$ cat src/rtl/rshe_pkg.sv
// Shared types and constants for the real spherical harmonic evaluator.
// Command and status structs between rshe_ctrl and rshe_dpath, CORDIC arctangent table.
// No dependencies.
`default_nettype none
package rshe_pkg;

   localparam int CORDIC_STEPS = 22;

   localparam logic signed [32:0] CORDIC_GAIN_Q30 = 33'sd652032874;
   localparam logic signed [32:0] SQRT2_Q30       = 33'sd1518500250;
   localparam logic [58:0]        INV_FOUR_PI_Q62 = 59'd366986312910250154;
   localparam logic signed [63:0] ONE_Q28         = 64'sd268435456;
   localparam logic [63:0]        MAG_LIMIT       = 64'h3FFF_FFFF_FFFF_FFFF;
   localparam logic signed [63:0] OUT_MAX         = 64'sd8388607;
   localparam logic signed [63:0] OUT_MIN         = -64'sd8388608;

   typedef enum logic [4:0] {
      OP_NONE,
      OP_LOAD,
      OP_CINIT_THETA,
      OP_CINIT_PHI,
      OP_CSTEP,
      OP_FOLD_THETA,
      OP_FOLD_PHI,
      OP_LEG_INIT,
      OP_MUL_LOAD,
      OP_MUL_STEP,
      OP_MUL_END,
      OP_PREV_NEG,
      OP_CUR_COPY,
      OP_CUR_FIRST,
      OP_RECUR_T,
      OP_DIV_STEP,
      OP_DIV_EXT,
      OP_RECUR_NEXT,
      OP_DEN_INIT,
      OP_DEN_STEP,
      OP_NUM_LOAD,
      OP_SQRT_LOAD,
      OP_SQRT_STEP,
      OP_OUT
   } op_type;

   // multiplier operand pairs: a * b >> shift
   typedef enum logic [2:0] {
      MS_PREV_S,
      MS_PREV_C,
      MS_CUR_C,
      MS_CUR_NRM,
      MS_V_SQRT2,
      MS_V_TRIG,
      MS_V_ONE
   } mul_src_type;

   typedef struct packed {
      op_type      op;
      mul_src_type src;
      logic [4:0]  idx;
      logic [3:0]  fa;
      logic [3:0]  fb;
      logic [2:0]  fc;
   } cmd_type;

   typedef struct packed {
      logic [2:0] band;
      logic [2:0] am;
      logic       bad;
      logic       m_zero;
      logic       q_small;
      logic       out_free;
   } status_type;

   // atan(2^-i) in units of 2^24 per turn
   function automatic logic [21:0] atan_turn(input logic [4:0] i);
      logic [21:0] v;
      case (i)
         5'd0:  v = 22'd2097152;
         5'd1:  v = 22'd1238021;
         5'd2:  v = 22'd654136;
         5'd3:  v = 22'd332050;
         5'd4:  v = 22'd166669;
         5'd5:  v = 22'd83416;
         5'd6:  v = 22'd41718;
         5'd7:  v = 22'd20860;
         5'd8:  v = 22'd10430;
         5'd9:  v = 22'd5215;
         5'd10: v = 22'd2608;
         5'd11: v = 22'd1304;
         5'd12: v = 22'd652;
         5'd13: v = 22'd326;
         5'd14: v = 22'd163;
         5'd15: v = 22'd81;
         5'd16: v = 22'd41;
         5'd17: v = 22'd20;
         5'd18: v = 22'd10;
         5'd19: v = 22'd5;
         5'd20: v = 22'd3;
         5'd21: v = 22'd1;
         default: v = 22'd0;
      endcase
      return v;
   endfunction

endpackage
`default_nettype wire

$ cat src/rtl/rshe_ctrl.sv
// Sequencer for the spherical harmonic evaluator: issues one datapath command per cycle.
// Depends on rshe_pkg (cmd_type, status_type, op_type, mul_src_type).
`default_nettype none
module rshe_ctrl (
   input  wire logic                 clock,
   input  wire logic                 reset,
   input  wire logic                 req_tvalid,
   output logic                      req_tready,
   input  wire rshe_pkg::status_type status,
   output rshe_pkg::cmd_type         cmd
);

   typedef enum logic [4:0] {
      S_IDLE, S_CHECK, S_CT, S_FT, S_LI, S_PN, S_CUR0, S_CF, S_RT, S_RD, S_RN,
      S_DEN0, S_DEN, S_NUM, S_QD, S_QX, S_QX2, S_SL, S_SS, S_TRIG, S_CP, S_FP,
      S_T2, S_T3, S_ML, S_MS, S_ME, S_OUT
   } state_type;

   state_type             state_ff, state_in, ret_ff, ret_in;
   rshe_pkg::mul_src_type msrc_ff, msrc_in;
   logic [5:0]            cnt_ff, cnt_in;
   logic [3:0]            k_ff, k_in;
   logic [3:0]            am4, l4;

   assign am4 = {1'b0, status.am};
   assign l4  = {1'b0, status.band};

   always_comb begin
      state_in   = state_ff;
      ret_in     = ret_ff;
      msrc_in    = msrc_ff;
      cnt_in     = cnt_ff + 6'd1;
      k_in       = k_ff;
      req_tready = 1'b0;
      cmd.op     = rshe_pkg::OP_NONE;
      cmd.src    = msrc_ff;
      cmd.idx    = cnt_ff[4:0];
      cmd.fa     = 4'd0;
      cmd.fb     = 4'd0;
      cmd.fc     = 3'd0;
      unique case (state_ff)
         S_IDLE: begin
            req_tready = 1'b1;
            if (req_tvalid) begin
               cmd.op   = rshe_pkg::OP_LOAD;
               state_in = S_CHECK;
            end
         end
         S_CHECK: begin
            cnt_in = 6'd0;
            if (status.bad) begin
               state_in = S_OUT;
            end else begin
               cmd.op   = rshe_pkg::OP_CINIT_THETA;
               state_in = S_CT;
            end
         end
         S_CT: begin
            cmd.op = rshe_pkg::OP_CSTEP;
            if (cnt_ff == 6'(rshe_pkg::CORDIC_STEPS - 1)) state_in = S_FT;
         end
         S_FT: begin
            cmd.op   = rshe_pkg::OP_FOLD_THETA;
            state_in = S_LI;
         end
         S_LI: begin
            cmd.op = rshe_pkg::OP_LEG_INIT;
            k_in   = 4'd1;
            if (status.am == 3'd0) begin
               state_in = S_CUR0;
            end else begin
               msrc_in  = rshe_pkg::MS_PREV_S;
               ret_in   = S_PN;
               state_in = S_ML;
            end
         end
         S_PN: begin
            cmd.op = rshe_pkg::OP_PREV_NEG;
            cmd.fa = 4'({k_ff, 1'b0} - 5'd1);
            if (k_ff == am4) begin
               state_in = S_CUR0;
            end else begin
               k_in     = k_ff + 4'd1;
               msrc_in  = rshe_pkg::MS_PREV_S;
               ret_in   = S_PN;
               state_in = S_ML;
            end
         end
         S_CUR0: begin
            if (l4 > am4) begin
               msrc_in  = rshe_pkg::MS_PREV_C;
               ret_in   = S_CF;
               state_in = S_ML;
            end else begin
               cmd.op   = rshe_pkg::OP_CUR_COPY;
               state_in = S_DEN0;
            end
         end
         S_CF: begin
            cmd.op = rshe_pkg::OP_CUR_FIRST;
            cmd.fa = 4'({status.am, 1'b0} + 4'd1);
            k_in   = am4 + 4'd2;
            if (l4 == am4 + 4'd1) begin
               state_in = S_DEN0;
            end else begin
               msrc_in  = rshe_pkg::MS_CUR_C;
               ret_in   = S_RT;
               state_in = S_ML;
            end
         end
         S_RT: begin
            cmd.op   = rshe_pkg::OP_RECUR_T;
            cmd.fa   = 4'({k_ff, 1'b0} - 5'd1);
            cmd.fb   = 4'(k_ff + am4 - 4'd1);
            cmd.fc   = 3'(k_ff - am4);
            cnt_in   = 6'd0;
            state_in = S_RD;
         end
         S_RD: begin
            cmd.op = rshe_pkg::OP_DIV_STEP;
            if (cnt_ff == 6'd63) state_in = S_RN;
         end
         S_RN: begin
            cmd.op = rshe_pkg::OP_RECUR_NEXT;
            if (k_ff == l4) begin
               state_in = S_DEN0;
            end else begin
               k_in     = k_ff + 4'd1;
               msrc_in  = rshe_pkg::MS_CUR_C;
               ret_in   = S_RT;
               state_in = S_ML;
            end
         end
         S_DEN0: begin
            cmd.op   = rshe_pkg::OP_DEN_INIT;
            k_in     = l4 - am4 + 4'd1;
            state_in = (status.am == 3'd0) ? S_NUM : S_DEN;
         end
         S_DEN: begin
            cmd.op = rshe_pkg::OP_DEN_STEP;
            cmd.fa = k_ff;
            k_in   = k_ff + 4'd1;
            if (k_ff == l4 + am4) state_in = S_NUM;
         end
         S_NUM: begin
            cmd.op   = rshe_pkg::OP_NUM_LOAD;
            cnt_in   = 6'd0;
            state_in = S_QD;
         end
         S_QD: begin
            cmd.op = rshe_pkg::OP_DIV_STEP;
            if (cnt_ff == 6'd63) state_in = S_QX;
         end
         S_QX: begin
            if (status.q_small) begin
               cmd.op   = rshe_pkg::OP_DIV_EXT;
               state_in = S_QX2;
            end else begin
               state_in = S_SL;
            end
         end
         S_QX2: begin
            cmd.op   = rshe_pkg::OP_DIV_EXT;
            state_in = S_QX;
         end
         S_SL: begin
            cmd.op   = rshe_pkg::OP_SQRT_LOAD;
            cnt_in   = 6'd0;
            state_in = S_SS;
         end
         S_SS: begin
            cmd.op = rshe_pkg::OP_SQRT_STEP;
            if (cnt_ff == 6'd31) begin
               msrc_in  = rshe_pkg::MS_CUR_NRM;
               ret_in   = S_TRIG;
               state_in = S_ML;
            end
         end
         S_TRIG: begin
            cnt_in = 6'd0;
            if (status.m_zero) begin
               msrc_in  = rshe_pkg::MS_V_ONE;
               ret_in   = S_OUT;
               state_in = S_ML;
            end else begin
               cmd.op   = rshe_pkg::OP_CINIT_PHI;
               state_in = S_CP;
            end
         end
         S_CP: begin
            cmd.op = rshe_pkg::OP_CSTEP;
            if (cnt_ff == 6'(rshe_pkg::CORDIC_STEPS - 1)) state_in = S_FP;
         end
         S_FP: begin
            cmd.op   = rshe_pkg::OP_FOLD_PHI;
            msrc_in  = rshe_pkg::MS_V_SQRT2;
            ret_in   = S_T2;
            state_in = S_ML;
         end
         S_T2: begin
            msrc_in  = rshe_pkg::MS_V_TRIG;
            ret_in   = S_T3;
            state_in = S_ML;
         end
         S_T3: begin
            msrc_in  = rshe_pkg::MS_V_ONE;
            ret_in   = S_OUT;
            state_in = S_ML;
         end
         S_ML: begin
            cmd.op   = rshe_pkg::OP_MUL_LOAD;
            cnt_in   = 6'd0;
            state_in = S_MS;
         end
         S_MS: begin
            cmd.op = rshe_pkg::OP_MUL_STEP;
            if (cnt_ff == 6'd3) state_in = S_ME;
         end
         S_ME: begin
            cmd.op   = rshe_pkg::OP_MUL_END;
            state_in = ret_ff;
         end
         S_OUT: begin
            if (status.out_free) begin
               cmd.op   = rshe_pkg::OP_OUT;
               state_in = S_IDLE;
            end
         end
         default: state_in = S_IDLE;
      endcase
   end

   always_ff @(posedge clock) begin
      if (reset) begin
         state_ff <= S_IDLE;
         ret_ff   <= S_IDLE;
         msrc_ff  <= rshe_pkg::MS_V_ONE;
         cnt_ff   <= 6'd0;
         k_ff     <= 4'd0;
      end else begin
         state_ff <= state_in;
         ret_ff   <= ret_in;
         msrc_ff  <= msrc_in;
         cnt_ff   <= cnt_in;
         k_ff     <= k_in;
      end
   end

endmodule
`default_nettype wire

$ cat config.mk
export PLATFORM = sky130hd
export DESIGN_NAME = rshe_ctrl
export DESIGN_NICKNAME = d
export VERILOG_FILES = /design/src/rtl/rshe_pkg.sv /design/src/rtl/rshe_ctrl.sv
export SDC_FILE = /design/constraint.sdc
export NUM_CORES = 1
export LEC_CHECK = 0
export ABC_AREA = 1
export ABC_CLOCK_PERIOD_IN_PS = 2700
export BUFFER_PORTS_ARGS = -buffer_cell sky130_fd_sc_hd__buf_2
export CAP_MARGIN = 20
export CORE_MARGIN = 2
export CORE_UTILIZATION = 45
export CTS_BUF_LIST = sky130_fd_sc_hd__clkbuf_8
export DETAILED_ROUTE_END_ITERATION = 7
export PLACE_DENSITY = 0.68
export SLEW_MARGIN = 20
export SYNTH_ARGS = -nofsm -noshare
export SYNTH_HDL_FRONTEND = slang
export SYNTH_SLANG_ARGS = --single-unit
$ cat constraint.sdc
create_clock -name clock -period 2.7 [get_ports clock]
set_input_delay 0.81 -clock clock [delete_from_list [all_inputs] [get_ports clock]]
set_output_delay 0.81 -clock clock [all_outputs]
set_load 0.03 [all_outputs]
==> impl_metrics.yaml <==
critical_path:
  end_kind: "output port"
  cp_max_fo: 2
  critical-path-top-delay-family: "adder cells"
  crit_buf_inv: 5
  worst_r2r_path_depth: 13
  regToRegEndpoint: "ret_ff[0]$_SDFFE_PP0P_"
  crit_type: "in -> out"
  rrSetupSlack_ps: 650
  reg2reg_from: "state_ff[0]$_SDFFE_PP0P_"
  crit_chain: "buf_8 > clkinvlp_4 > ha_4 > inv_2 > ha_4 > fa_2 > inv_2 > nor2_4 > buf_6"
  startpoint_type: "input pin"
  required_ps: 1890
  worstPathArrival_ps: 2220
  crit_end: "cmd[5]"
  crit_path_start: "status[5]"
  slowest_delay_ps: 520
  slowest_stage: "fa_2"
  path_depth: 9
grt:
  grt_antenna_before_repair: 0
  met2_usage_pct: 47.6
  grt_max_degree: 14
  top_usage_layer: "met2"
  grt_pass1_wl_um: 16200
  grt_overflow_total: 0
  grt.total_usage_pct: 28.5
  use_met3_pct: 6.03
  grtUsageMet1_pct: 35.1
  grt_pass1_vias: 3380
detailed_routing:
  vias_per_cell: 5.51
  drtIter0Drc: 371
  ant_nets: 0
  dr.pass1.iters: 5
  vias: 3518
  wl_um: 10100
  avgRoutedWirePerCell_um: 15.7
  drc: 0
timing:
  finalSetupViolations: 7
  holdWs_ps: 484
  slew_violations: 0
  fin_skew_ps: 3.18
  finalCriticalPeriod_ps: 3030
  setup_tns_ps: -1340
  slew_headroom_pct: 68.5
  tightest_slew_ps: 470
  final_hold_viol_count: 0
  finalCritPeriodShare_pct: 112
  rsz0062_at_grt: "true"
  fmax_mhz: 330
  worst_slack_ps: -331
synth:
  synthFlopType: "dfxtp_1"
  async_reset_ff_share_pct: 0
  avgSynthCellArea_um2: 5.99
  syn_area_um2: 2860
  synth-seq-cells: 23
  synth_edf_count: 0
  synthesis.nets: 516
  ys_warn_count: 0
  synth.distinct_cells: 35
  synthCells: 478
  synth-seq-area-share_pct: 16.1
clocking:
  htree_num_levels: 1
  tritoncts: "yes"
  insertion_delay_ps: 270
  cts_inserted_buffers: 3
  ctsHoldBuffers: 0
  clk_pin_slew_ps: 90
  cts.sinks: 23
  cts-root-buf: "clkbuf_8"
  cts_buffer_depth: 2
final_layout:
  area_growth_pct: 35.6
  final_nets: 601
  diodes: 0
  final_area_um2: 3880
  layout-drive-gt1-share_pct: 33.3
floorplanning:
  die_x_um: 83.7
  fp.dieArea_um2: 7010
  start_util_pct: 45.9
  die_y_um: 83.7
  rows: 29
  core_um2: 6240
  io_pins: 38
worst_hold_path:
  hold_path_class: "reg -> reg"
  min_from: "msrc_ff[2]$_SDFFE_PP1P_"
pwr:
  peakVddDrop_mv: 0.511
  p_leak_nw: 2.05
  p_per_area_nw_per_um2: 659
placed_design:
  routabilityCongestion: 1.03
  placed_area_um2: 3490
  port_buffers: 37
  dpl.hpwl_um: 7990
outcome:
  violations: "negative setup slack"
  status: "complete, but fails checks"
run:
  cap_violations: 0
cell type report:
type	instances	area (um^2)
clock inverter	1	5.00
tap	77	96.3
fill	588	2360
clock buffer	3	41.3
multi-input combinational	372	2300
timing repair buffer	94	701
inverter	69	268
sequential	23	474
stage by stage:
stage                     cells  utilization, %  worst slack, ps  power, mW
after CTS                   633            59.5             -334       2.40
after floorplan             478               -             -250       1.62
after global routing        639            62.2             -380       2.74
after global placement      624            55.9             -460       2.06
after detailed placement    624            55.9             -500       2.07
final                       639            62.2             -331       2.56
what timing repair did:
| action | 4_1_cts | 5_1_grt |
|---|---|---|
| gates resized for setup | 43 | 39 |
| buffers inserted | 5 | 6 |
| setup endpoints to repair | 14 | 20 |
| pin swaps | 8 | 11 |
state kept, by name (all words and copies together) (netlist names):
| register | cells |
|---|---|
| k_ff | 4 |
| cnt_ff | 6 |
| ret_ff | 5 |
| state_ff | 5 |
| msrc_ff | 3 |
synthesized netlist by cell type (all sizes together), types with 3 or more instances:
master	count	area (um^2)
nand2	136	541
o21ai	10	50.1
o221ai	3	26.3
xor2	6	52.6
xnor2	3	26.3
buf	13	100
inv	68	255
nand4	6	37.5
nor2	88	433
dfxtp	23	460
fa	4	80.1
nand3	54	290
ha	21	263
a21oi	19	95.1
o211ai	5	37.5
nor3	7	35.0
kinds of logic after synthesis:
group | count (synthesis) | share of synthesized area, %
and+or+nand+nor | 297 | 48.2
buffers and inverters | 83 | 12.7
AOI/OAI and AO/OA | 41 | 8.31
adders and majority gates | 25 | 12.0
DFF | 23 | 16.1
xor gates and xnor gates | 9 | 2.75
how the worst min path moves through the flow:
stage | end | cells past startpoint
6_report | msrc_ff[2]$_SDFFE_PP1P_ | 2
5_1_grt | msrc_ff[0]$_SDFFE_PP0P_ | 2
4_1_cts | msrc_ff[2]$_SDFFE_PP1P_ | 2
3_5_place_dp | msrc_ff[1]$_SDFFE_PP1P_ | 2
3_3_place_gp | msrc_ff[1]$_SDFFE_PP1P_ | 2
2_1_floorplan | cnt_ff[0]$_SDFF_PP0_ | 1
placed cells by master (no fill, tap or decap), types with 4 or more instances in the layout:
master	n
inv_1	57
buf_4	57
nor2_1	61
dfxtp_1	18
a21oi_1	16
nand2_1	119
o211ai_1	5
nand3_2	7
o21ai_0	6
buf_6	10
nor3_1	5
nand2_2	14
nor2_2	9
ha_1	16
inv_2	8
ha_4	4
nand4_1	6
xor2_1	5
nor2_4	16
buf_2	25
nand3_1	45
layer usage:
metal	vias up	routed length [um]
met5	-	0
met4	0	538
met3	52	776
met2	183	4710
met1	1599	4040
li1	1684	-
report_power, final:
part,internal [mW],switching [mW],total [mW],leakage [nW]
clock network,0.103,0.122,0.225,0.0255
logic,0.663,1.15,1.81,1.84
registers,0.427,0.0973,0.524,0.190
worst reg2reg max path: cells and delay by family (launching register included):
| kind | cells | cell delay (ps) |
|---|---|---|
| AND/OR/NAND/NOR | 10 | 1090 |
| buffers and inverters | 3 | 480 |
| flip-flops | 1 | 390 |
Note: power is estimated with default switching activity, not from simulation.
